## src/hw/rtl/cpd_pkg.sv

```systemverilog
// Shared types, widths and helpers for the convex polygon pick distance block.
// No dependencies; imported by every module of the block.
package cpd_pkg;

  // Field and datapath widths
  localparam int CoordW   = 16;            // Q12.4 coordinate / Q1.14 depth
  localparam int VtxW     = 3 * CoordW;    // {z, y, x}
  localparam int DiffW    = CoordW + 1;    // coordinate difference
  localparam int AccW     = 36;            // sum of two 17x17 products
  localparam int MulW     = 35;            // serial multiplier operand
  localparam int ProdW    = 2 * MulW;      // serial product / dividend
  localparam int DivW     = 37;            // serial divisor
  localparam int NumW     = 56;            // depth numerator
  localparam int DistW    = 34;            // internal squared distance
  localparam int OutDistW = 33;            // reported squared distance

  localparam int MaxVertsDef = 16;

  localparam logic [OutDistW-1:0] DistMax = '1;
  localparam logic [DistW-1:0]    DistAllOnes = '1;

  // Configuration register indexes
  typedef enum logic [0:0] {
    CFG_PICK_X = 1'b0,
    CFG_PICK_Y = 1'b1
  } cfg_idx_e;

  // Status of a serial arithmetic unit
  typedef struct packed {
    logic busy;
    logic done;
  } unit_stat_t;

  function automatic logic [CoordW-1:0] vtx_x(logic [VtxW-1:0] v);
    return v[CoordW-1:0];
  endfunction

  function automatic logic [CoordW-1:0] vtx_y(logic [VtxW-1:0] v);
    return v[2*CoordW-1:CoordW];
  endfunction

  function automatic logic [CoordW-1:0] vtx_z(logic [VtxW-1:0] v);
    return v[3*CoordW-1:2*CoordW];
  endfunction

  // a - b on signed 16-bit values, full 17-bit result
  function automatic logic signed [DiffW-1:0] sdiff(logic [CoordW-1:0] a,
                                                    logic [CoordW-1:0] b);
    return DiffW'(signed'(a)) - DiffW'(signed'(b));
  endfunction

  // magnitude of an accumulator value (known to fit the multiplier operand)
  function automatic logic [MulW-1:0] acc_mag(logic signed [AccW-1:0] v);
    logic [AccW-1:0] t;
    t = v[AccW-1] ? AccW'(-v) : AccW'(v);
    return t[MulW-1:0];
  endfunction

endpackage

```

## src/hw/rtl/cpd_smul.sv

```systemverilog
// Serial shift-add multiplier, one operand bit per cycle.
// Depends on cpd_pkg for widths and the unit status struct.
module cpd_smul (
  input  logic                        clk_i,
  input  logic                        rst_ni,
  input  logic                        start_i,
  input  logic [cpd_pkg::MulW-1:0]    a_i,
  input  logic [cpd_pkg::MulW-1:0]    b_i,
  output logic [cpd_pkg::ProdW-1:0]   prod_o,
  output cpd_pkg::unit_stat_t         stat_o
);
  import cpd_pkg::*;

  localparam int CntW = $clog2(MulW + 1);

  logic [ProdW-1:0] acc_q, a_q;
  logic [MulW-1:0]  b_q;
  logic [CntW-1:0]  cnt_q;
  logic             busy_q, done_q;

  // control
  always_ff @(posedge clk_i or negedge rst_ni) begin
    if (!rst_ni) begin
      busy_q <= 1'b0;
      done_q <= 1'b0;
      cnt_q  <= '0;
    end else if (start_i) begin
      busy_q <= 1'b1;
      done_q <= 1'b0;
      cnt_q  <= CntW'(MulW);
    end else if (busy_q) begin
      cnt_q <= cnt_q - 1'b1;
      if (cnt_q == CntW'(1)) begin
        busy_q <= 1'b0;
        done_q <= 1'b1;
      end
    end else begin
      done_q <= 1'b0;
    end
  end

  // datapath: add the shifted multiplicand for each set multiplier bit
  always_ff @(posedge clk_i) begin
    if (start_i) begin
      acc_q <= '0;
      a_q   <= ProdW'(a_i);
      b_q   <= b_i;
    end else if (busy_q) begin
      if (b_q[0]) begin
        acc_q <= acc_q + a_q;
      end
      a_q <= a_q << 1;
      b_q <= b_q >> 1;
    end
  end

  assign prod_o      = acc_q;
  assign stat_o.busy = busy_q;
  assign stat_o.done = done_q;

endmodule

```

## config.mk

```make
export PLATFORM = sky130hd
export DESIGN_NAME = cpd_smul
export DESIGN_NICKNAME = d
export VERILOG_FILES = /design/src/hw/rtl/cpd_pkg.sv /design/src/hw/rtl/cpd_smul.sv
export SDC_FILE = /design/constraint.sdc
export NUM_CORES = 1
export LEC_CHECK = 0
export ABC_CLOCK_PERIOD_IN_PS = 3050
export BUFFER_PORTS_ARGS = -buffer_cell sky130_fd_sc_hd__buf_2
export CELL_PAD_IN_SITES_DETAIL_PLACEMENT = 1
export CELL_PAD_IN_SITES_GLOBAL_PLACEMENT = 1
export CORE_MARGIN = 2
export CORE_UTILIZATION = 38
export CTS_CLUSTER_SIZE = 8
export DETAILED_ROUTE_END_ITERATION = 10
export PLACE_DENSITY = 0.72
export SETUP_SLACK_MARGIN = 0.3
export SYNTH_ARGS = -nofsm -noshare
export SYNTH_HDL_FRONTEND = slang
export SYNTH_SLANG_ARGS = --single-unit
```

## constraint.sdc

```tcl
create_clock -name clk_i -period 3.05 [get_ports clk_i]
set_clock_uncertainty 0.2 [all_clocks]
set_input_delay 0.1525 -clock clk_i [delete_from_list [all_inputs] [get_ports clk_i]]
set_output_delay 0.1525 -clock clk_i [all_outputs]
set_load 0.01 [all_outputs]
```

==> impl_metrics.csv <==
group,metric,value,unit
critical_path,critical_path_class,"register to register",
grt,grt.total_usage,0.271,
floorplan,initial_core_util,0.384,
yosys,synth_area_leaders,"sky130_fd_sc_hd__dfxtp_1 19%, sky130_fd_sc_hd__edfxtp_1 19%, sky130_fd_sc_hd__ha_1 8.1%",
timing,worst_tran_pin_value,723,ps
yosys,synthesis_warnings,0,
placement,routability_congestion,0.913,
layout,most_used_cells_in_the_layout_excluding_fill_and_tap_cells,"245 x sky130_fd_sc_hd__buf_4, 152 x sky130_fd_sc_hd__nand2_1, 143 x sky130_fd_sc_hd__buf_2",
routing,via_per_inst,5.62,
floorplan,floorplan.rows,62,
cts,root_buf_cell,"sky130_fd_sc_hd__clkbuf_16",
placement,detailedPlacementHpwl,26.0,mm
layout,net_count_final,1799,
outcome,run_status,"complete, but fails checks",
timing,finalCriticalPeriod,3500,ps
yosys,synth_cells,1200,
timing,max_clock_freq,286,MHz
yosys,synthDominantCellAreaShare,0.191,
placement,buffer_ports.inserted,144,
routing,drt-wirelength-per-cell,22.4,microns
critical_path,nature_of_the_critical_path_endpoint,"register",
floorplan,die_w,174,microns
critical_path,reg2regPathDepth,14,
timing,grt_setup_unrepaired,"true",
cts,path_clk_slew,80,ps
layout,postLayoutCellArea,0.0167,sq mm
grt,overflow,0,
layout,antenna_cells,0,
timing,final-hold-violation-count,0,
critical_path,worstPathRequired,3220,ps
grt,via_count_of_the_first_global_routing_pass,12400,
floorplan,ioPinCount,145,
yosys,post_synth_num_cell_types,68,
layout,syn_to_final_growth,51.8,%
grt,wire_length_of_the_first_global_routing_pass,65.6,mm
yosys,synth_largest_area_cell,"sky130_fd_sc_hd__dfxtp_1",
cts,cts-root-to-sink-buffers,2,
grt,grt_max_degree,67,
placement,dp_area,0.0139,sq mm
cts,tritoncts,"yes",
routing,vias,11500,
layout,fillerInstances,3147,
cts,cts.sink_count,183,
yosys,synth.net_count,1345,
layout,fraction_of_layout_instances_using_a_drive_strength_above_1,0.414,
cts,clkLatencyLatePin,480,ps
power_and_ir_drop,worst_ir_drop_vdd,0.412,mV
cts,cts_htree_levels,4,
power_and_ir_drop,cellLeakagePower,7.78,nW
yosys,avg_synthesized_cell_area,9.17,sq um
worst_hold_path,hold_depth,2,
grt,grt_antenna_before_repair,0,
floorplan,fp.dieH,174,microns
yosys,synth_async_sr_flop_share,0.0437,
worst_hold_path,worst_hold_path_type,"register to register",
floorplan,fp.coreArea,0.0286,sq mm
timing,slew_viol_final,0,
yosys,netlist_area,0.0110,sq mm
cts,cts_buffers,17,
timing,final.period_utilization,1.15,
routing,drtAntennaViolNets,0,
timing,totalNegativeSetupSlack,-12770,ps
critical_path,arrival_time_at_the_worst_endpoint,3660,ps
yosys,synth-seq-cells,183,
floorplan,die_area,0.0303,sq mm
yosys,synth_flop_cell,"sky130_fd_sc_hd__dfxtp_1",
power_and_ir_drop,power_density,542,mW/mm^2
timing,timing.final.ws_setup,-450,ps
routing,router_iterations_before_antenna_repair,5,
timing,maxSlewHeadroom,0.518,
critical_path,crit_path_start_kind,"register",
timing,setup_violations,47,
critical_path,maximum_net_fanout_on_the_critical_path,7,
flow_run,maxCapViolations,0,
routing,routed_wl,46.0,mm
layout,leading_cell_type_in_the_layout_fill_and_taps_excluded,"sky130_fd_sc_hd__buf_4",
outcome,violations,"setup timing",
yosys,yosysSeqAreaShare,0.400,
routing,remaining_drc_errors,0,
yosys,synth_edf_count,70,
routing,detailedRoute.firstIterationViolations,776,
-- where the power goes --
part | leakage (nW) | switching (mW) | internal [mW]
Combinational | 5.79 | 1.91 | 1.77
Clock | 0.298 | 1.20 | 1.21
Sequential | 1.69 | 0.183 | 2.77
Total | 7.78 | 3.30 | 5.75
-- flip-flops by register name, indices dropped and copies added (netlist names) --
| name | count |
|---|---|
| a_q | 70 |
| busy_q | 1 |
| done_q | 1 |
| prod_o | 70 |
| cnt_q | 6 |
| b_q | 35 |
-- final timing paths --
path / start / endpoint / slack, ps
min: prod_o[54] / prod_o[54] / 290
max reg2reg: prod_o[37] / prod_o[66] / -450
max in group asynchronous: rst_ni / busy_q / 1900
min in group asynchronous: rst_ni / cnt_q[2] / 450
max: prod_o[37] / prod_o[66] / -450
min reg2reg: prod_o[54] / prod_o[54] / 290
-- cell usage after synthesis, types with 3 or more instances --
cell type	number
sky130_fd_sc_hd__o2111a_1	3
sky130_fd_sc_hd__o21ai_1	24
sky130_fd_sc_hd__or3_1	6
sky130_fd_sc_hd__ha_1	71
sky130_fd_sc_hd__nand2_1	160
sky130_fd_sc_hd__o21bai_1	12
sky130_fd_sc_hd__xor2_1	27
sky130_fd_sc_hd__a21oi_1	138
sky130_fd_sc_hd__and3_1	11
sky130_fd_sc_hd__a31oi_1	9
sky130_fd_sc_hd__o31ai_1	5
sky130_fd_sc_hd__o21a_1	7
sky130_fd_sc_hd__o21ai_0	33
sky130_fd_sc_hd__nor3b_1	3
sky130_fd_sc_hd__nand4_1	13
sky130_fd_sc_hd__a211oi_1	9
sky130_fd_sc_hd__nor3_1	15
sky130_fd_sc_hd__nand3b_1	3
sky130_fd_sc_hd__nor4_1	3
sky130_fd_sc_hd__and2_1	15
sky130_fd_sc_hd__mux2i_1	36
sky130_fd_sc_hd__nand2b_1	6
sky130_fd_sc_hd__edfxtp_1	70
sky130_fd_sc_hd__xnor2_1	33
sky130_fd_sc_hd__a221oi_1	4
sky130_fd_sc_hd__buf_2	6
sky130_fd_sc_hd__clkbuf_1	49
sky130_fd_sc_hd__dfxtp_1	105
sky130_fd_sc_hd__o311ai_1	3
sky130_fd_sc_hd__or2_2	3
sky130_fd_sc_hd__nor2_1	86
sky130_fd_sc_hd__o211ai_1	6
sky130_fd_sc_hd__a21o_1	47
sky130_fd_sc_hd__mux2_2	67
sky130_fd_sc_hd__nand3_1	25
sky130_fd_sc_hd__and4_1	4
sky130_fd_sc_hd__dfrtp_1	8
sky130_fd_sc_hd__inv_1	29
sky130_fd_sc_hd__a221o_1	4
sky130_fd_sc_hd__buf_1	3
-- metal layers --
metal | vias up | share of wire | wire, microns | global-route usage
li1 | 5249 | - | - | -
met1 | 5666 | 0.40 | 18300 | 0.315
met2 | 443 | 0.50 | 23000 | 0.480
met3 | 171 | 0.052 | 2380 | 0.0475
met4 | 0 | 0.053 | 2440 | 0.135
met5 | - | 0 | 0 | 0
-- area by class of cell --
cell class | instances | area (sq um) | share of cell area
clock buffer | 18 | 439 | 0.0263
sequential | 183 | 4410 | 0.264
clock inverter | 14 | 175 | 0.0105
inverter | 29 | 109 | 0.00652
tap | 384 | 480 | 0.0288
multi-input combinational | 928 | 7410 | 0.444
timing repair buffer | 495 | 3680 | 0.220
-- kinds of logic after synthesis --
| group | count (synthesis) | synth area share |
|---|---|---|
| XOR/XNOR | 60 | 0.0477 |
| multiplexers | 103 | 0.101 |
| AO/OA/AOI/OAI | 329 | 0.186 |
| buffers and inverters | 89 | 0.0317 |
| flip-flops | 183 | 0.400 |
| adder cells (fa/ha/maj) | 72 | 0.0825 |
| AND/OR/NAND/NOR | 364 | 0.150 |
-- repair_timing --
item,in CTS,in global routing
pin swaps,89,61
resized for setup,106,91
hold buffers,73,0
setup endpoints to repair,48,56
endpoints found under the hold margin,122,0
buffers inserted,22,27
-- through the flow --
stage | instances | setup slack, ps | utilization | hold slack, ps | power (mW)
2_1_floorplan | 1200 | -84.2 | - | -343 | 4.46
6_report | 2051 | -450 | 0.584 | 285 | 9.05
3_5_place_dp | 1897 | -405 | 0.486 | -190 | 5.68
3_3_place_gp | 1897 | -277 | 0.486 | -197 | 5.60
4_1_cts | 2024 | -313 | 0.559 | 278 | 8.44
5_1_grt | 2051 | -548 | 0.584 | 303 | 9.39
-- critical path, cell delays in order (launching register included) --
cell and delay [ps]:
sky130_fd_sc_hd__dfxtp_1 330, sky130_fd_sc_hd__ha_1 420, sky130_fd_sc_hd__and3_1 300, sky130_fd_sc_hd__buf_4 170, sky130_fd_sc_hd__nand4_1 120, sky130_fd_sc_hd__or2_1 290
sky130_fd_sc_hd__o21ai_1 120, sky130_fd_sc_hd__nor2_1 310, sky130_fd_sc_hd__nand2_1 230, sky130_fd_sc_hd__o21bai_4 230, sky130_fd_sc_hd__a21oi_4 90, sky130_fd_sc_hd__buf_4 170
sky130_fd_sc_hd__a31oi_4 140, sky130_fd_sc_hd__mux2i_1 200, sky130_fd_sc_hd__nand3_1 90
Power figures use the tool's default switching activity.
