$ cat src/hw/rtl/cpd_pkg.sv
// Shared types, widths and helpers for the convex polygon pick distance block.
// No dependencies; imported by every module of the block.
package cpd_pkg;

  // Field and datapath widths
  localparam int CoordW   = 16;            // Q12.4 coordinate / Q1.14 depth
  localparam int VtxW     = 3 * CoordW;    // {z, y, x}
  localparam int DiffW    = CoordW + 1;    // coordinate difference
  localparam int AccW     = 36;            // sum of two 17x17 products
  localparam int MulW     = 35;            // serial multiplier operand
  localparam int ProdW    = 2 * MulW;      // serial product / dividend
  localparam int DivW     = 37;            // serial divisor
  localparam int NumW     = 56;            // depth numerator
  localparam int DistW    = 34;            // internal squared distance
  localparam int OutDistW = 33;            // reported squared distance

  localparam int MaxVertsDef = 16;

  localparam logic [OutDistW-1:0] DistMax = '1;
  localparam logic [DistW-1:0]    DistAllOnes = '1;

  // Configuration register indexes
  typedef enum logic [0:0] {
    CFG_PICK_X = 1'b0,
    CFG_PICK_Y = 1'b1
  } cfg_idx_e;

  // Status of a serial arithmetic unit
  typedef struct packed {
    logic busy;
    logic done;
  } unit_stat_t;

  function automatic logic [CoordW-1:0] vtx_x(logic [VtxW-1:0] v);
    return v[CoordW-1:0];
  endfunction

  function automatic logic [CoordW-1:0] vtx_y(logic [VtxW-1:0] v);
    return v[2*CoordW-1:CoordW];
  endfunction

  function automatic logic [CoordW-1:0] vtx_z(logic [VtxW-1:0] v);
    return v[3*CoordW-1:2*CoordW];
  endfunction

  // a - b on signed 16-bit values, full 17-bit result
  function automatic logic signed [DiffW-1:0] sdiff(logic [CoordW-1:0] a,
                                                    logic [CoordW-1:0] b);
    return DiffW'(signed'(a)) - DiffW'(signed'(b));
  endfunction

  // magnitude of an accumulator value (known to fit the multiplier operand)
  function automatic logic [MulW-1:0] acc_mag(logic signed [AccW-1:0] v);
    logic [AccW-1:0] t;
    t = v[AccW-1] ? AccW'(-v) : AccW'(v);
    return t[MulW-1:0];
  endfunction

endpackage

$ cat src/hw/rtl/cpd_vmem.sv
// Vertex store: one write port, one read port, registered read data.
// Depends on cpd_pkg for the vertex word width.
module cpd_vmem #(
  parameter int DEPTH = cpd_pkg::MaxVertsDef
) (
  input  logic                                 clk_i,
  input  logic                                 we_i,
  input  logic [$clog2(DEPTH)-1:0]             waddr_i,
  input  logic [cpd_pkg::VtxW-1:0]             wdata_i,
  input  logic [$clog2(DEPTH)-1:0]             raddr_i,
  output logic [cpd_pkg::VtxW-1:0]             rdata_o
);
  import cpd_pkg::*;

  logic [VtxW-1:0] mem [DEPTH];
  logic [VtxW-1:0] rdata_q;

  // write port
  always_ff @(posedge clk_i) begin
    if (we_i) begin
      mem[waddr_i] <= wdata_i;
    end
  end

  // read port, registered read data
  always_ff @(posedge clk_i) begin
    rdata_q <= mem[raddr_i];
  end

  assign rdata_o = rdata_q;

endmodule

$ cat config.mk
export PLATFORM = sky130hd
export DESIGN_NAME = cpd_vmem
export DESIGN_NICKNAME = d
export VERILOG_FILES = /design/src/hw/rtl/cpd_pkg.sv /design/src/hw/rtl/cpd_vmem.sv
export SDC_FILE = /design/constraint.sdc
export NUM_CORES = 1
export LEC_CHECK = 0
export BUFFER_PORTS_ARGS = -buffer_cell sky130_fd_sc_hd__buf_2
export CORE_ASPECT_RATIO = 0.9
export CORE_MARGIN = 5
export CORE_UTILIZATION = 60
export DETAILED_ROUTE_END_ITERATION = 10
export PLACE_DENSITY = 0.81
export SETUP_SLACK_MARGIN = 0.5
export SYNTH_ARGS = -nofsm -noshare
export SYNTH_HDL_FRONTEND = slang
export SYNTH_SLANG_ARGS = --single-unit
$ cat constraint.sdc
create_clock -name clk_i -period 7.9 [get_ports clk_i]
set_clock_uncertainty 0.2 [all_clocks]
set_input_delay 1.58 -clock clk_i [delete_from_list [all_inputs] [get_ports clk_i]]
set_output_delay 1.58 -clock clk_i [all_outputs]
set_load 0.01 [all_outputs]
==> metrics.cfg, run 1 <==
[worst_hold_path]
hold_start = mem[15][2]
timing.hold.worst.class = reg -> reg
timing.hold.worst_endpoint = rdata_o[2]
worst_hold_path.num_cells = 3

[clocking]
clk_path_buf_depth = 3
cts.root.buffer_cell = sky130_fd_sc_hd__clkbuf_16
cts_max_level = 3
cts_setup_buffers = 0
skew_pair_late_insertion_delay_ns = 0.60
cts_tree = built
cts_buffers = 76
cts_repair_resize_count = 0
cts.sink_count = 816
cts.reportedPaths.clkPinSlew_ns = 0.06
cts_hold_buf = 0

[placement]
dp_worst_setup_slack_ns = 3.50
post-dp-hpwl_microns = 27400
gp_congestion = 0.723
portBuffers = 105
placed_cells_incl_taps = 1939
placed_cell_area_sq_um = 31000

[cells_and_area]
layoutNonFillerInstCount = 2084
layout.core_utilization_pct = 68.5
most-common-layout-cells = sky130_fd_sc_hd__edfxtp_1 (768), sky130_fd_sc_hd__mux4_2 (192), sky130_fd_sc_hd__buf_2 (103), sky130_fd_sc_hd__a22oi_1 (96), sky130_fd_sc_hd__clkbuf_16 (81)
fin_nets = 1443
final_layout_size_suffix_gt1_share_pct = 31.3
area_growth_pct = 13.1
final_common_cell = sky130_fd_sc_hd__edfxtp_1
final.fill_count = 2768
fin_area_sq_um = 33600

[worst_setup_path]
worst-path-buf-inv = 2
worstSetupEndpointType = flip-flop
worstPathArrival_ns = 4.00
ff2ff_path_depth = 3
crit_path_top_delay_cell = sky130_fd_sc_hd__buf_8
timing.rr.start = mem[11][39]
worst_reg2reg_path_endpoint = rdata_o[39]
critPathRequiredTime_ns = 8.17
ordered_cell_list_for_the_critical_path = buf_8 -> buf_12 -> mux4_2 -> a22oi_1 -> nand2_1
critPathKind = in -> reg
timing.critical_path.from_type = primary input
timing.reg2reg.setup_slack_ns = 6.29
critPathMaxFanout = 89
critical_path.max_stage_delay_ns = 0.73
critical_path.top_delay_family = buffers and inverters

[floorplan]
vertical_extent_of_the_die_microns = 221
die-area_sq_um = 54000
number_of_cell_rows = 77
floorplan.initialDensity_pct = 60.6
top_level_ports = 106
die_width_microns = 245
core_sq_um = 49000

[power_and_ir_drop]
power.clock.fraction_pct = 41.0
internal-power_mw = 7.17
cellLeakagePower_nw = 10.8
post-layout-total-power_mw = 8.96
power-per-cell-area_nw_per_um2 = 267
power_frac_comb_pct = 4.6
share_seq_of_total_power_pct = 54.4
sw_frac_of_total_pct = 20.0
max-vdd-ir-drop_uv = 162
netSwitchingPower_mw = 1.79

[run_status]
run_status = finished, final reports clean

[route]
remaining_routing_drc_violations = 0
detail_route.vias_per_cell = 6.56
routed-via-count = 13676
avgRoutedWirePerCell_microns = 30.7
route.final.wire_length_microns = 64000
detail_route.iter0.violations = 1693
detail-route-antenna-nets = 0
first_pass_iters = 5

[logic_synthesis]
synth_seq_cells = 816
yosysWarningCount = 0
synth_seq_area_share_pct = 80.9
syn_avg_cell_area_sq_um = 23.9
synth.cell_area_sq_um = 29700
synth_cells = 1242
synthesis.nets = 1300
synthDistinctLibCells = 17

[sta]
timing.final.crit_period_ns = 3.73
timing.hold.ws_ns = 0.474
fmax_mhz = 268
setup_total_negative_slack_ns = 0
final_max_slew_viol_count = 0
worst-slew-pin-transition_ns = 1.08
finalSetupViolCount = 0
layout_setup_ws_ns = 4.17
report.final.hold_viol_count = 0
timing.slew.headroom_pct = 28.0
grt_setup_unrepaired = false
final.period_utilization_pct = 47.2

[grt]
antenna_violations_before_repair = 11
grt.total_usage_pct = 23.9
first_global_vias = 14258
grt_start_max_net_pins = 98
grt-ovfl-total = 0
grt_first_pass_wirelength_microns = 94200

[flow_run]
cap_violations = 0

worst min-delay path: stages, from the launching register on:
cell and delay (ns):
sky130_fd_sc_hd__edfxtp_1 0.32, sky130_fd_sc_hd__mux4_2 0.22, sky130_fd_sc_hd__a22oi_1 0.05, sky130_fd_sc_hd__nand2_1 0.06
synthesized netlist by cell type:
| cell type | number | area, sq um |
|---|---|---|
| sky130_fd_sc_hd__nor2b_1 | 2 | 12.5 |
| sky130_fd_sc_hd__buf_2 | 8 | 40.0 |
| sky130_fd_sc_hd__and2_1 | 1 | 6.26 |
| sky130_fd_sc_hd__nand3b_1 | 2 | 15.0 |
| sky130_fd_sc_hd__nand2b_1 | 2 | 12.5 |
| sky130_fd_sc_hd__mux4_2 | 192 | 4320 |
| sky130_fd_sc_hd__nand3_1 | 1 | 5.00 |
| sky130_fd_sc_hd__edfxtp_1 | 768 | 23100 |
| sky130_fd_sc_hd__clkbuf_1 | 28 | 105 |
| sky130_fd_sc_hd__or3b_2 | 1 | 8.76 |
| sky130_fd_sc_hd__dfxtp_1 | 48 | 961 |
| sky130_fd_sc_hd__buf_4 | 18 | 135 |
| sky130_fd_sc_hd__nor3_1 | 4 | 20.0 |
| sky130_fd_sc_hd__nand2_1 | 49 | 184 |
| sky130_fd_sc_hd__buf_1 | 9 | 33.8 |
| sky130_fd_sc_hd__nor2_1 | 13 | 48.8 |
| sky130_fd_sc_hd__a22oi_1 | 96 | 721 |
worst max-delay path by stage:
stage	slack, ns	from	end	depth (start not counted)
after global routing	3.92	raddr_i[0]	rdata_o[39]	5
after CTS	4.14	raddr_i[0]	rdata_o[46]	5
after floorplan	1.82	waddr_i[2]	mem[0][0]	2
final	4.17	raddr_i[0]	rdata_o[39]	5
after detailed placement	3.50	raddr_i[0]	rdata_o[46]	5
after global placement	3.54	raddr_i[0]	rdata_o[7]	5
cell type report:
type | instances | area (sq um) | share of cell area, %
Antenna cell | 6 | 15.0 | 0.0447
Sequential cell | 816 | 24000 | 71.5
Clock inverter | 24 | 246 | 0.734
Multi-Input combinational cell | 363 | 5490 | 16.3
Timing Repair Buffer | 128 | 739 | 2.20
Clock buffer | 115 | 2280 | 6.80
Tap cell | 632 | 791 | 2.35
routing by layer:
layer  vias to the layer above  share of wire, %  global-route usage (%)
met5                         -              0.13                       0
li1                       5599                 -                       -
met1                      7151                36                    32.4
met3                       130               9.8                    5.59
met2                       784                51                    40.2
met4                        12               2.4                    6.68
kinds of logic (layout without fill, tap and decap cells):
kind of cell / after synthesis / count (layout) / synth area share (%)
AOI/OAI and AO/OA: 96 / 96 / 2.43
buffers and inverters: 63 / 267 / 1.06
other: 0 / 6 / 0
and+or+nand+nor: 75 / 75 / 1.05
muxes: 192 / 192 / 14.6
DFF: 816 / 816 / 80.9
sequential cells by signal (all words and copies together) (netlist names):
register	flops
rdata_o	48
mem	768
power groups by stage:
stage | clock network, mW | registers (mW) | logic (mW)
2_1_floorplan | 0 | 4.97 | 0.230
3_3_place_gp | 0 | 4.96 | 0.401
3_5_place_dp | 0 | 4.97 | 0.414
4_1_cts | 3.72 | 4.88 | 0.420
5_1_grt | 3.91 | 4.88 | 0.446
6_report | 3.67 | 4.88 | 0.415
Note: power is estimated with default switching activity, not from simulation.
==> run 2, diff against run 1 <==
--- a/config.mk
+++ b/config.mk
@@ -8,9 +8,9 @@
 export BUFFER_PORTS_ARGS = -buffer_cell sky130_fd_sc_hd__buf_2
 export CORE_ASPECT_RATIO = 0.9
 export CORE_MARGIN = 5
-export CORE_UTILIZATION = 60
+export CORE_UTILIZATION = 55
 export DETAILED_ROUTE_END_ITERATION = 10
-export PLACE_DENSITY = 0.81
+export PLACE_DENSITY = 0.78
 export SETUP_SLACK_MARGIN = 0.5
 export SYNTH_ARGS = -nofsm -noshare
 export SYNTH_HDL_FRONTEND = slang
==> constraint.sdc (replaced) <==
create_clock -name clk_i -period 3.24 [get_ports clk_i]
set_clock_uncertainty 0.2 [all_clocks]
set_input_delay 0.648 -clock clk_i [delete_from_list [all_inputs] [get_ports clk_i]]
set_output_delay 0.648 -clock clk_i [all_outputs]
set_load 0.01 [all_outputs]
==> run 2 against run 1 <==
  * Power rose by 140%
  * Sequential power rose by 140%
  * Via count rose by 1.8%
  * Largest power group unchanged
  * Largest cell class unchanged
  * Clock-buffer cell count fell by 12
  * Sequential cell count did not move
  * Routed wire length rose by 3.6%
  * Worst setup slack got worse by 3.0 ns
  * Sequential share of layout area fell by 1.3 points
==> metrics.cfg, run 2 (synthesis results as in run 1) <==
[power_and_ir_drop]
cellLeakagePower_nw = 11.0  ; +2.0%
power-per-cell-area_nw_per_um2 = 637  ; +140%
max-vdd-ir-drop_uv = 523  ; +220%

[placement]
gp_congestion = 0.729  ; +0.83%
dp_worst_setup_slack_ns = 0.667  ; -2.83 ns
placed_cell_area_sq_um = 31700  ; +2.2%
post-dp-hpwl_microns = 31200  ; +14%
placed_cells_incl_taps = 2029  ; +4.6%
portBuffers = 105  ; unchanged

[cells_and_area]
final_layout_size_suffix_gt1_share_pct = 32.9  ; +1.5 points
fin_area_sq_um = 34200  ; +1.9%
final_common_cell = sky130_fd_sc_hd__edfxtp_1
area_growth_pct = 15.2
most-common-layout-cells = sky130_fd_sc_hd__edfxtp_1 (768), sky130_fd_sc_hd__mux4_2 (192), sky130_fd_sc_hd__buf_2 (103), sky130_fd_sc_hd__a22oi_1 (96), sky130_fd_sc_hd__clkbuf_16 (83)
fin_nets = 1471  ; +1.9%
largest_register = mem
layoutNonFillerInstCount = 2179  ; +4.6%
max_ffs_per_register = 768  ; unchanged

[route]
detail_route.iter0.violations = 1535  ; -9.3%
detail-route-antenna-nets = 0  ; unchanged
remaining_routing_drc_violations = 0  ; unchanged
first_pass_iters = 5  ; unchanged
routed-via-count = 13928  ; +1.8%
detail_route.vias_per_cell = 6.39  ; -2.6%
route.final.wire_length_microns = 66300  ; +3.6%
avgRoutedWirePerCell_microns = 30.4  ; -0.89%

[worst_setup_path]
critPathKind = reg -> out
timing.reg2reg.setup_slack_ns = 1.60  ; -4.69 ns
ff2ff_path_depth = 3  ; unchanged
critPathRequiredTime_ns = 2.39  ; -5.78 ns
worstPathArrival_ns = 1.20  ; -2.80 ns
worst_reg2reg_path_endpoint = rdata_o[14]
critPathMaxFanout = 1  ; -99%
critical_path.max_stage_delay_ns = 0.43  ; -0.30 ns
timing.critical_path.from_type = flip-flop
critical_path.top_delay_family = flip-flops
worstSetupEndpointType = output port
crit_path_top_delay_cell = sky130_fd_sc_hd__dfxtp_1
ordered_cell_list_for_the_critical_path = buf_2
worst-path-buf-inv = 1  ; -1
timing.rr.start = mem[11][14]

[clocking]
skew_pair_late_insertion_delay_ns = 0.61  ; about the same
cts.reportedPaths.clkPinSlew_ns = 0.06  ; about the same
cts.sink_count = 816  ; unchanged
cts_max_level = 3  ; unchanged
cts.root.buffer_cell = sky130_fd_sc_hd__clkbuf_16
clk_path_buf_depth = 3  ; unchanged
cts_hold_buf = 0  ; unchanged
cts_tree = built
cts_repair_resize_count = 0  ; unchanged
cts_setup_buffers = 0  ; unchanged
cts_buffers = 79  ; +3.9%

[run_status]
run_status = finished, final reports clean

[floorplan]
vertical_extent_of_the_die_microns = 230  ; +4.2%
die-area_sq_um = 58700  ; +8.7%
top_level_ports = 106  ; unchanged
number_of_cell_rows = 80  ; +3.9%
die_width_microns = 255  ; +4.3%
core_sq_um = 53300  ; +8.6%
floorplan.initialDensity_pct = 55.8  ; -4.8 points

[sta]
finalSetupViolCount = 0  ; unchanged
timing.slew.headroom_pct = 55.3  ; +27 points
grt_setup_unrepaired = false
layout_setup_ws_ns = 1.19  ; -2.99 ns
final_max_slew_viol_count = 0  ; unchanged
timing.final.crit_period_ns = 2.05
final.period_utilization_pct = 63.3
fmax_mhz = 487
setup_total_negative_slack_ns = 0  ; unchanged
report.final.hold_viol_count = 0  ; unchanged
worst-slew-pin-transition_ns = 0.668  ; -0.412 ns

[worst_hold_path]
worst_hold_path.num_cells = 1  ; -2
timing.hold.worst.class = in -> reg
timing.hold.worst_endpoint = mem[7][4]
hold_start = wdata_i[4]

[grt]
grt_first_pass_wirelength_microns = 97800  ; +3.8%
grt.total_usage_pct = 22.9  ; -1.0 points
grt-ovfl-total = 0  ; unchanged
grt_start_max_net_pins = 49  ; -50%
first_global_vias = 14705  ; +3.1%
antenna_violations_before_repair = 8  ; -3

[flow_run]
cap_violations = 0  ; unchanged

## run 2: changes by cell type in the layout (fill, tap and decap cells not counted), moves of 4 or more
cell,delta
sky130_fd_sc_hd__buf_12,+30
sky130_fd_sc_hd__clkinv_2,+11
sky130_fd_sc_hd__clkinvlp_4,+5
sky130_fd_sc_hd__clkbuf_8,-10
sky130_fd_sc_hd__nor3_4,+4
sky130_fd_sc_hd__nor3_2,-4
sky130_fd_sc_hd__buf_4,-5
## run 2: through the flow
step / utilization, % / hold WS (ns) / total power, mW
floorplan: - / 0.435 / 12.7
global placement: 59.6 / 0.450 / 13.1
detailed placement: 59.6 / 0.456 / 13.2
CTS: 64.2 / 0.185 / 21.9
global route: 64.2 / 0.201 / 22.5
finish: 64.3 / 0.209 / 21.8
## run 2: final cells by class
cell class / count / area (sq um)
clock inverters: 44 / 317
well taps: 697 / 872
multi-input cells: 363 / 5520
fillers: 3390 / 19000
flip-flops and latches: 816 / 24000
diodes: 3 / 7.51
clock buffers: 103 / 2170
repair buffers: 153 / 1310
## run 2: power by group
part,leakage (nW),switching [mW],internal (mW),total [mW]
clock network,1.22,3.82,5.00,8.82
logic,2.47,0.631,0.449,1.08
registers,7.34,0.0892,11.8,11.9
total,11.0,4.54,17.2,21.8
## run 2: per-layer routing
metal / GRT usage (%) / share of wire, % / vias up
met5: 0 / 0.12 / -
met3: 5.20 / 9.4 / 144
met4: 6.76 / 2.7 / 12
met1: 31.5 / 36 / 7331
li1: - / - / 5664
met2: 37.7 / 51 / 777
## run 2: how the worst max path moves through the flow
| stage | start | to | slack (ns) | depth (start not counted) |
|---|---|---|---|---|
| after floorplan | waddr_i[2] | mem[1][0] | 0.28 | 2 |
| after global placement | waddr_i[2] | mem[0][44] | 0.66 | 4 |
| after detailed placement | waddr_i[2] | mem[0][46] | 0.67 | 4 |
| after CTS | rdata_o[0] | rdata_o[0] | 1.17 | 1 |
| after global routing | rdata_o[0] | rdata_o[0] | 1.11 | 1 |
| final | rdata_o[0] | rdata_o[0] | 1.19 | 1 |
