File: config.mk
export PLATFORM = sky130hd
export DESIGN_NAME = cpd_sdiv
export DESIGN_NICKNAME = d
export VERILOG_FILES = /design/src/hw/rtl/cpd_pkg.sv /design/src/hw/rtl/cpd_sdiv.sv
export SDC_FILE = /design/constraint.sdc
export NUM_CORES = 1
export LEC_CHECK = 0
export BUFFER_PORTS_ARGS = -buffer_cell sky130_fd_sc_hd__buf_2
export CORE_UTILIZATION = 34
export CTS_BUF_LIST = sky130_fd_sc_hd__clkbuf_4
export DETAILED_ROUTE_END_ITERATION = 7
export GPL_TIMING_DRIVEN = 0
export HOLD_SLACK_MARGIN = 0.08
export PLACE_DENSITY = 0.52
export RECOVER_POWER = 50
export SLEW_MARGIN = 10
export SYNTH_ARGS = -nofsm -noshare
export SYNTH_HDL_FRONTEND = slang
export SYNTH_SLANG_ARGS = --single-unit
File: constraint.sdc
create_clock -name clk_i -period 4.45 [get_ports clk_i]
set_input_delay 0.6675 -clock clk_i [delete_from_list [all_inputs] [get_ports clk_i]]
set_output_delay 0.6675 -clock clk_i [all_outputs]
set_load 0.005 [all_outputs]
File: src/hw/rtl/cpd_pkg.sv
// Shared types, widths and helpers for the convex polygon pick distance block.
// No dependencies; imported by every module of the block.
package cpd_pkg;

  // Field and datapath widths
  localparam int CoordW   = 16;            // Q12.4 coordinate / Q1.14 depth
  localparam int VtxW     = 3 * CoordW;    // {z, y, x}
  localparam int DiffW    = CoordW + 1;    // coordinate difference
  localparam int AccW     = 36;            // sum of two 17x17 products
  localparam int MulW     = 35;            // serial multiplier operand
  localparam int ProdW    = 2 * MulW;      // serial product / dividend
  localparam int DivW     = 37;            // serial divisor
  localparam int NumW     = 56;            // depth numerator
  localparam int DistW    = 34;            // internal squared distance
  localparam int OutDistW = 33;            // reported squared distance

  localparam int MaxVertsDef = 16;

  localparam logic [OutDistW-1:0] DistMax = '1;
  localparam logic [DistW-1:0]    DistAllOnes = '1;

  // Configuration register indexes
  typedef enum logic [0:0] {
    CFG_PICK_X = 1'b0,
    CFG_PICK_Y = 1'b1
  } cfg_idx_e;

  // Status of a serial arithmetic unit
  typedef struct packed {
    logic busy;
    logic done;
  } unit_stat_t;

  function automatic logic [CoordW-1:0] vtx_x(logic [VtxW-1:0] v);
    return v[CoordW-1:0];
  endfunction

  function automatic logic [CoordW-1:0] vtx_y(logic [VtxW-1:0] v);
    return v[2*CoordW-1:CoordW];
  endfunction

  function automatic logic [CoordW-1:0] vtx_z(logic [VtxW-1:0] v);
    return v[3*CoordW-1:2*CoordW];
  endfunction

  // a - b on signed 16-bit values, full 17-bit result
  function automatic logic signed [DiffW-1:0] sdiff(logic [CoordW-1:0] a,
                                                    logic [CoordW-1:0] b);
    return DiffW'(signed'(a)) - DiffW'(signed'(b));
  endfunction

  // magnitude of an accumulator value (known to fit the multiplier operand)
  function automatic logic [MulW-1:0] acc_mag(logic signed [AccW-1:0] v);
    logic [AccW-1:0] t;
    t = v[AccW-1] ? AccW'(-v) : AccW'(v);
    return t[MulW-1:0];
  endfunction

endpackage

File: src/hw/rtl/cpd_sdiv.sv
// Serial restoring divider, one quotient bit per cycle.
// Depends on cpd_pkg for widths and the unit status struct.
module cpd_sdiv (
  input  logic                        clk_i,
  input  logic                        rst_ni,
  input  logic                        start_i,
  input  logic [cpd_pkg::ProdW-1:0]   dvd_i,
  input  logic [cpd_pkg::DivW-1:0]    dvs_i,
  output logic [cpd_pkg::ProdW-1:0]   quo_o,
  output cpd_pkg::unit_stat_t         stat_o
);
  import cpd_pkg::*;

  localparam int CntW = $clog2(ProdW + 1);

  logic [ProdW-1:0] quo_q;
  logic [DivW:0]    rem_q, rem_s;
  logic [DivW-1:0]  dvs_q;
  logic [CntW-1:0]  cnt_q;
  logic             busy_q, done_q;

  // control
  always_ff @(posedge clk_i or negedge rst_ni) begin
    if (!rst_ni) begin
      busy_q <= 1'b0;
      done_q <= 1'b0;
      cnt_q  <= '0;
    end else if (start_i) begin
      busy_q <= 1'b1;
      done_q <= 1'b0;
      cnt_q  <= CntW'(ProdW);
    end else if (busy_q) begin
      cnt_q <= cnt_q - 1'b1;
      if (cnt_q == CntW'(1)) begin
        busy_q <= 1'b0;
        done_q <= 1'b1;
      end
    end else begin
      done_q <= 1'b0;
    end
  end

  // shift in the next dividend bit, subtract when the divisor fits
  assign rem_s = {rem_q[DivW-1:0], quo_q[ProdW-1]};

  always_ff @(posedge clk_i) begin
    if (start_i) begin
      quo_q <= dvd_i;
      rem_q <= '0;
      dvs_q <= dvs_i;
    end else if (busy_q) begin
      if (rem_s >= {1'b0, dvs_q}) begin
        rem_q <= rem_s - {1'b0, dvs_q};
        quo_q <= {quo_q[ProdW-2:0], 1'b1};
      end else begin
        rem_q <= rem_s;
        quo_q <= {quo_q[ProdW-2:0], 1'b0};
      end
    end
  end

  assign quo_o       = quo_q;
  assign stat_o.busy = busy_q;
  assign stat_o.done = done_q;

  // a divide must never restart while one is running
  a_no_restart: assert property (@(posedge clk_i) disable iff (!rst_ni)
    busy_q |-> !start_i) else $error("divider restarted while busy");

endmodule

==> results of run 1 <==
[final timing paths]
path | to | from | cells past startpoint
min in group asynchronous | cnt_q[2] | rst_ni | 2
max in group asynchronous | cnt_q[5] | rst_ni | 2
max reg2reg | rem_q[25] | quo_o[69] | 15
min reg2reg | rem_q[34] | rem_q[33] | 2
max | rem_q[25] | quo_o[69] | 15
min | dvs_q[33] | dvs_i[33] | 1
[layout make-up]
cell class	instances	area share, %
repair buffers	183	8.811
multi-input cells	511	37.58
plain buffers	41	2.219
diodes	2	0.05042
clock buffers	17	1.286
inverters	55	2.130
flip-flops and latches	153	42.10
well taps	319	4.021
clock inverters	15	1.803
[logic make-up (layout without fill, tap and decap cells)]
| logic type | after synthesis | count (layout) | synth area share, % |
|---|---|---|---|
| buffers and inverters | 96 | 311 | 5.147 |
| AO/OA/AOI/OAI | 158 | 158 | 13.06 |
| adder cells (fa/ha/maj) | 40 | 40 | 6.092 |
| XOR/XNOR | 39 | 39 | 4.097 |
| flip-flops | 153 | 153 | 50.12 |
| AND/OR/NAND/NOR | 201 | 201 | 11.67 |
| multiplexers | 73 | 73 | 9.814 |
| other | 0 | 2 | 0 |
[critical path: stages (launching register included)]
cell and delay, ns:
edfxtp_1 0.51, inv_1 0.09, ha_1 0.15, inv_1 0.05, fa_1 0.40, a21oi_1 0.21
o21ai_1 0.14, a2bb2oi_2 0.28, a21oi_2 0.14, nor2_2 0.21, o31ai_4 0.15, inv_4 0.09
buf_6 0.16, buf_6 0.18, nand2_1 0.07, a311oi_1 0.26
[power by group through the flow]
stage | Clock [mW] | Sequential, mW | Combinational, mW
after global placement | 0 | 1.96 | 1.94
final | 0.892 | 1.94 | 1.93
after detailed placement | 0 | 1.96 | 1.95
after floorplan | 0 | 1.92 | 1.45
after CTS | 0.933 | 1.94 | 1.96
after global routing | 0.988 | 1.97 | 2.16
[per-stage QoR]
stage / instance area [sq um] / TNS [ns] / power, mW / util [%]
3_3_place_gp: 9643 / -42.73 / 3.908 / 40.60
2_1_floorplan: 8338 / 0 / 3.368 / -
3_5_place_dp: 9673 / 0 / 3.909 / 40.72
5_1_grt: 9923 / 0 / 5.118 / 41.78
6_report: 9926 / 0 / 4.760 / 41.79
4_1_cts: 9990 / 0 / 4.829 / 42.06
[layout by cell type, fill, tap and decap left out, types with 5 or more instances in the layout]
master / netlist / layout
a211oi_1: 7 / 7
a21o_1: 11 / 11
a21oi_1: 46 / 46
a311oi_1: 26 / 26
a31oi_1: 11 / 11
and3_1: 5 / 5
buf_2: 7 / 133
buf_6: 6 / 6
clkbuf_1: 22 / 77
clkbuf_4: 0 / 17
clkinv_8: 0 / 5
dfrtp_1: 9 / 9
dfxtp_1: 37 / 37
edfxtp_1: 107 / 107
ha_1: 39 / 39
inv_1: 54 / 53
inv_8: 0 / 6
mux2_2: 70 / 70
nand2_1: 84 / 84
nand2b_1: 8 / 8
nand3_1: 6 / 6
nand4_1: 7 / 7
nor2_1: 54 / 54
nor2b_1: 5 / 5
nor3_1: 7 / 7
o211ai_1: 10 / 10
o21ai_0: 16 / 16
o21ai_1: 7 / 7
o21bai_1: 5 / 5
xnor2_1: 26 / 26
xor2_1: 13 / 13
[routing by layer]
layer  up-vias  part of all wire [%]  global-route usage (%)
li1       3173                     -                       -
met1      3035                    45                   23.35
met2       146                    49                   30.70
met3        12                   5.2                   5.008
met4         2                  0.90                   4.121
met5         -                 0.060                       0
[sequential cells by signal, indices dropped and copies added (netlist names)]
signal / flops
done_q: 1
cnt_q: 7
dvs_q: 37
rem_q: 37
busy_q: 1
quo_o: 70
[timing repair]
action | 4_1_cts | 5_1_grt
hold buffers | 1 | 0
setup endpoints to repair | 0 | 0
hold endpoints to repair | 9 | 0
==> metrics.yaml, run 1 <==
drt:
  drt-total-wl_mm: 21.76
  drc_errors: 0
  drt_iter0_drc: 296
  first_pass_iters: 4
  detail-route-antenna-nets: 0
  wl_per_cell_um: 16.79
  vias: 6368
  viasPerCell: 4.914
floorplan:
  coreArea_sq_um: 23750
  pin_count: 182
  start_util_pct: 35.10
  die_h_um: 158.6
  dieArea_sq_um: 25150
  die_w_um: 158.6
  rows: 56
place:
  dp_hpwl_mm: 16.21
  portBuffers: 181
  dp.cells: 1261
  place_congestion: 0.8376
  place_ws_ns: 0.6422
global_route:
  overflow: 0
  grt_use_total_pct: 18.31
  grt_max_degree: 64
  antenna_found_initial: 3
  grt_pass1_wl_mm: 34.62
  grt_pass1_vias: 6397
timing:
  fmax_mhz: 310.7
  holdWs_ns: 0.2521
  hold_viol_final: 0
  relSlewSlack_pct: 39.16
  setup_viol: 0
  worstMarginPinSlew_ns: 0.9126
  drv_slew: 0
  skew_ns: 0.03402
  rsz0062_at_grt: "no"
  fin_ws_ns: 1.232
  period_needed_ns: 3.218
  period_share_pct: 72.33
clock_tree:
  cts.sinks: 153
  cts_max_level: 4
  clk_latency_ns: 0.60
  cts_tree: "done"
  cts_resized: 0
  clk_pin_slew_ns: 0.16
  root_buffer: "clkbuf_4"
  postCtsSetupRepairBufs: 0
  cts_buffers: 17
  cts.path.max_buffers: 2
power_and_ir_drop:
  p_sw_mw: 1.890
  sw_frac_of_total_pct: 39.71
  p_leak_nw: 4.062
  p_seq_share_pct: 40.6
  ir_worst_vdd_mv: 0.1777
  combPwrFrac_pct: 40.6
  p_int_mw: 2.870
  power_density_nw_per_um2: 479.6
  power.share.clock_pct: 18.7
final_layout:
  final_cells: 1296
  area_growth_syn_to_layout_pct: 19.04
  nNetsFinal: 1112
  fillCellCount: 2373
  drive_above_1_share_pct: 27.38
  seq_area_sq_um: 4179
  multi_input_area_sq_um: 3730
setup_path:
  cp.required_ns: 4.94
  startpoint_type: "register"
  arrival_ns: 3.71
  end_kind: "register"
  worstSetupPathType: "reg2reg"
  critPathMaxFanout: 10
  r2r_setup_slack_ns: 1.23
yosys:
  seq_area_frac_synth_pct: 50.12
  synth_cell_types: 64
  synth.top_cells.by_area: "edfxtp_1 (39%), mux2_2 (9.5%), dfxtp_1 (8.9%)"
  synthesis.area_sq_um: 8338
  syn_inst: 760
  syn-num-nets: 910
  avgSynthCellArea_sq_um: 10.97
  yosysMostFrequentCell: "edfxtp_1"
  ys_async_sr_fraction_pct: 5.882
  yosys_warnings: 0
  synth_top_area_cell: "edfxtp_1"
  synthTopCellsByCount: "edfxtp_1 (107), nand2_1 (84), mux2_2 (70), inv_1 (54), nor2_1 (54)"
  synth_top_cell_area_share_pct: 38.54
  ys_seq_elements: 153
  ys.flop_type: "edfxtp_1"
  synth-edff-count: 107
run_status:
  outcome: "finished, final reports clean"
job:
  maxCapViolations: 0
min_path:
  hp-class: "in2reg"
Power figures use the tool's default switching activity.
==> run 2: changes to the inputs <==
- clock period: 4.45 -> 3.1 ns (I/O delays scaled with it)
==> metrics.yaml, run 2 (same netlist as run 1, synthesis figures left out) <==
setup_path:
  cp.required_ns: 3.59
  startpoint_type: "register"
  worstSetupPathType: "reg2reg"
  crit_chain: "inv_1, ha_1, inv_1, fa_1, a21oi_2, o21ai_2, a2bb2oi_4, a21oi_2, nor2_2, o31ai_4, inv_4, buf_6, buf_8, nand2_1, a311oi_1"
  critPathMaxFanout: 10
  arrival_ns: 3.42
  critPathSlowestCell: "edfxtp_1"
  end_kind: "register"
  critical_path.max_stage_delay_ns: 0.45
timing:
  skew_ns: 0.03564
  drv_slew: 0
  holdWs_ns: 0.1449
  relSlewSlack_pct: 53.26
  setup_viol: 0
  period_share_pct: 94.53
  hold_viol_final: 0
  rsz0062_at_grt: "no"
  setup_tns_ns: 0
  fin_ws_ns: 0.1695
  period_needed_ns: 2.930
  fmax_mhz: 341.2
  worstMarginPinSlew_ns: 0.7012
final_layout:
  final_cells: 1336
  largest_register_ff_count: 70
  nNetsFinal: 1152
  mostFrequentLayoutCell: "buf_2"
  area_growth_syn_to_layout_pct: 24.62
  final_cell_mix: "buf_2 (132), edfxtp_1 (107), nand2_1 (84)"
  drive_above_1_share_pct: 27.49
  fillCellCount: 2349
  fin_util_pct: 43.75
place:
  dp_hpwl_mm: 16.21
  place_ws_ns: -0.5053
  portBuffers: 181
  dp.cells: 1261
  place_congestion: 0.8376
global_route:
  grt-busiest-layer: "met2"
  overflow: 0
  use_met3_pct: 4.981
  grt_pass1_vias: 6515
  met2_usage_pct: 30.70
  use_met1_pct: 23.43
  grt_pass1_wl_mm: 34.78
  grt_max_degree: 64
  antenna_found_initial: 3
  grt_use_total_pct: 18.36
drt:
  drt-total-wl_mm: 21.99
  first_pass_iters: 4
  viasPerCell: 4.876
  drc_errors: 0
  drt_iter0_drc: 297
  wl_per_cell_um: 16.46
  detail-route-antenna-nets: 0
  vias: 6515
floorplan:
  rows: 56
  dieArea_sq_um: 25150
  die_w_um: 158.6
  coreArea_sq_um: 23750
  die_h_um: 158.6
  start_util_pct: 35.10
  pin_count: 182
run_status:
  outcome: "finished, final reports clean"
power_and_ir_drop:
  p_leak_nw: 4.253
  ir_worst_vdd_mv: 0.2957
  power_density_nw_per_um2: 670.3
clock_tree:
  cts_buffers: 17
  cts_tree: "done"
  clk_pin_slew_ns: 0.19
  root_buffer: "clkbuf_4"
  clk_latency_ns: 0.60
  cts_max_level: 4
  cts.path.max_buffers: 2
  cts.sinks: 153
job:
  maxCapViolations: 0
min_path:
  hp-class: "in2reg"
run 2: changes by cell type in the layout (fill, tap and decap cells not counted), moves of 2 or more:
cell	before	now
dlygate4sd3_1	1	38
a311oi_1	26	23
o21ai_2	1	3
o21ai_1	7	5
buf_4	3	6
a311oi_2	0	3
run 2: area by class of cell:
cell class / instances / area (sq um) / share of cell area, %
multi-input combinational: 511 / 3796 / 36.53
inverter: 55 / 211.5 / 2.035
timing repair buffer: 224 / 1274 / 12.26
tap: 319 / 399.1 / 3.841
buffer: 40 / 220.2 / 2.119
antenna: 2 / 5.005 / 0.04816
clock inverter: 15 / 178.9 / 1.722
clock buffer: 17 / 127.6 / 1.228
sequential: 153 / 4179 / 40.22
run 2: path summary, 6_finish.rpt:
path / startpoint / endpoint / slack [ns] / cells after the start
max: quo_o[69] / rem_q[25] / 0.17 / 15
max reg2reg: quo_o[69] / rem_q[25] / 0.17 / 15
min in group asynchronous: rst_ni / cnt_q[2] / 0.35 / 2
max in group asynchronous: rst_ni / cnt_q[5] / 2.38 / 2
min reg2reg: rem_q[11] / rem_q[12] / 0.50 / 2
min: dvd_i[20] / quo_o[20] / 0.14 / 2
run 2: per-layer routing:
| metal | wire length, um | vias to the layer above | part of all wire (%) |
|---|---|---|---|
| met2 | 10500 | 135 | 48 |
| met1 | 10030 | 3109 | 46 |
| met5 | 13 | - | 0.059 |
| li1 | - | 3250 | - |
| met4 | 280 | 2 | 1.3 |
| met3 | 1168 | 19 | 5.3 |
run 2: report_power, final:
group          leakage (nW)  switching, mW  internal (mW)
clock network         0.163          0.903          0.383
logic                  2.58           1.62           1.28
registers              1.51          0.238           2.54
run 2: what timing repair did:
item	4_1_cts	5_1_grt
setup endpoints to repair	22	30
endpoints found under the hold margin	46	0
buffers inserted	2	2
hold buffers	38	0
pin swaps	3	4
gates resized for setup	2	11
run 2: critical path, delay by kind of cell (launching register included):
family                     cells  cell delay [ns]
AOI/OAI and AO/OA              6             0.99
adders and majority gates      2             0.56
DFF                            1             0.45
buffers and inverters          5             0.54
and+or+nand+nor                2             0.26
run 2: through the flow:
step           cell area (sq um)  power [mW]
2_1_floorplan               8338       4.835
3_3_place_gp                9643       5.610
3_5_place_dp                9673       5.611
4_1_cts                    10390       6.983
5_1_grt                    10390       7.470
6_report                   10390       6.965
==> run 3: changes to the inputs <==
- ABC_AREA: not set -> 1
- CTS_BUF_LIST: sky130_fd_sc_hd__clkbuf_4 -> sky130_fd_sc_hd__clkbuf_4 sky130_fd_sc_hd__clkbuf_8 sky130_fd_sc_hd__clkbuf_16
==> metrics.yaml, run 3 <==
run_status:
  outcome: "finished, final reports clean"
power_and_ir_drop:
  p_int_mw: 5.334
  p_sw_mw: 3.787
  power.share.clock_pct: 23.9
  combPwrFrac_pct: 45.6
  ir_worst_vdd_mv: 0.4900
  sw_frac_of_total_pct: 41.52
  p_leak_nw: 5.863
  p_seq_share_pct: 30.5
  p_total_mw: 9.120
  power_density_nw_per_um2: 808.2
timing:
  drv_slew: 0
  holdWs_ns: 0.1897
  period_needed_ns: 2.679
  rsz0062_at_grt: "no"
  setup_tns_ns: 0
  hold_viol_final: 0
  period_share_pct: 86.43
  skew_ns: 0.01860
  relSlewSlack_pct: 36.17
  worstMarginPinSlew_ns: 0.9574
  setup_viol: 0
  fmax_mhz: 373.2
floorplan:
  rows: 60
  pin_count: 182
  die_w_um: 168.0
  start_util_pct: 34.74
  die_h_um: 168.0
  dieArea_sq_um: 28210
  coreArea_sq_um: 26950
clock_tree:
  cts.sinks: 153
  clk_latency_ns: 0.44
  postCtsSetupRepairBufs: 0
  cts.path.max_buffers: 2
  cts_resized: 0
  cts-hold-fix-buffers: 1
  cts_max_level: 4
  cts_buffers: 17
  root_buffer: "clkbuf_16"
  cts_tree: "done"
  clk_pin_slew_ns: 0.08
yosys:
  ys.flop_type: "edfxtp_1"
  synth_top_area_cell: "edfxtp_1"
  synth_top_cell_area_share_pct: 34.31
  synth-edff-count: 107
  synthTopCellsByCount: "nand2_1 (522), inv_1 (193), edfxtp_1 (107), nand3_1 (95), nor2_1 (61)"
  yosysMostFrequentCell: "nand2_1"
  synthesis.area_sq_um: 9364
  syn_inst: 1264
  ys_async_sr_fraction_pct: 5.882
  yosys_warnings: 0
  ys_seq_elements: 153
  synth.top_cells.by_area: "edfxtp_1 (34%), nand2_1 (21%), dfxtp_1 (7.9%)"
  seq_area_frac_synth_pct: 44.63
  synth_cell_types: 38
  avgSynthCellArea_sq_um: 7.408
  syn-num-nets: 1414
setup_path:
  worstSetupPathType: "in2reg"
  timing.rr.start: "dvs_q[3]"
  end_kind: "register"
  endpoint: "quo_o[42]"
  ff2ff_path_depth: 11
  cp.required_ns: 3.22
  worstSetupStartpoint: "start_i"
  critPathMaxFanout: 52
  r2r_end: "rem_q[29]"
  r2r_setup_slack_ns: 0.65
  arrival_ns: 2.80
  startpoint_type: "input port"
job:
  maxCapViolations: 0
global_route:
  grt_pass1_vias: 8147
  overflow: 0
  grt_use_total_pct: 19.49
  grt_max_degree: 53
  grt_pass1_wl_mm: 42.70
  antenna_found_initial: 1
drt:
  drt-total-wl_mm: 26.54
  wl_per_cell_um: 14.58
  first_pass_iters: 5
  vias: 8373
  viasPerCell: 4.601
  drc_errors: 0
  detail-route-antenna-nets: 0
  drt_iter0_drc: 464
final_layout:
  mostFrequentLayoutCell: "nand2_1"
  final_cells: 1820
  final_area_sq_um: 11280
  largest_register_ff_count: 70
  fillCellCount: 2855
  drive_above_1_share_pct: 16.16
  n_antenna_cell: 0
  area_growth_syn_to_layout_pct: 20.51
  final_cell_mix: "nand2_1 (522), inv_1 (193), buf_2 (148)"
  nNetsFinal: 1616
place:
  dp.cells: 1787
  portBuffers: 181
  place_congestion: 0.9321
  dp_hpwl_mm: 20.55
  dpl_cell_area_sq_um: 10730
min_path:
  hp-class: "in2reg"
  hold_depth: 1
==> run 3: how the worst min path moves through the flow <==
stage                     slack [ns]       from        end
after global routing            0.18  dvs_i[31]  dvs_q[31]
after detailed placement        0.33     rst_ni   cnt_q[4]
after floorplan                 0.17     rst_ni     busy_q
final                           0.19  dvs_i[27]  dvs_q[27]
after CTS                       0.18  dvs_i[27]  dvs_q[27]
after global placement          0.33     rst_ni   cnt_q[4]
==> run 3: final cells by class <==
cell class	instances	area [sq um]	share of cell area, %
Multi-Input combinational cell	872	4213	37.33
Sequential cell	153	4179	37.03
Timing Repair Buffer	183	895.9	7.939
Inverter	202	758.2	6.719
Clock buffer	20	454.2	4.025
Tap cell	341	426.7	3.781
Buffer	37	214.0	1.896
Clock inverter	12	143.9	1.275
==> run 3: cells by family (layout without fill, tap and decap cells) <==
kind of cell	count (synthesis)	after routing	synth area share (%)
AO/OA/AOI/OAI	71	71	4.115
XOR/XNOR	19	19	1.777
adder cells (fa/ha/maj)	40	40	5.425
buffers and inverters	239	454	10.38
flip-flops	153	153	44.63
AND/OR/NAND/NOR	742	742	33.67
==> run 3: per-stage QoR <==
| stage | setup WS (ns) | utilization, % |
|---|---|---|
| finish | 0.4207 | 41.87 |
| global route | 0.1984 | 41.87 |
| global placement | -0.7541 | 39.69 |
| CTS | 0.4346 | 42.06 |
| detailed placement | -0.04651 | 39.81 |
| floorplan | 0.9841 | - |
==> run 3: power groups by stage <==
stage	sequential [mW]	clock [mW]	combinational, mW
2_1_floorplan	2.78	0	3.09
3_3_place_gp	2.81	0	4.15
3_5_place_dp	2.81	0	4.17
5_1_grt	2.83	2.31	4.72
4_1_cts	2.78	2.23	4.19
6_report	2.78	2.18	4.16
==> run 3: metal layers <==
layer  part of all wire [%]  global-route usage, %  wire [um]  vias to the layer above
met2                     45                  31.92      11860                      241
met3                    6.9                  5.524       1827                       22
met1                     47                  25.04      12440                     3752
li1                       -                      -          -                     4358
met4                    1.5                  5.345        408                        0
met5                      0                      0          0                        -
==> run 3: critical path, cell delays in order <==
cell	delay (ns)
buf_2	0.72
nor2_1	0.24
inv_2	0.26
clkbuf_2	0.73
buf_16	0.33
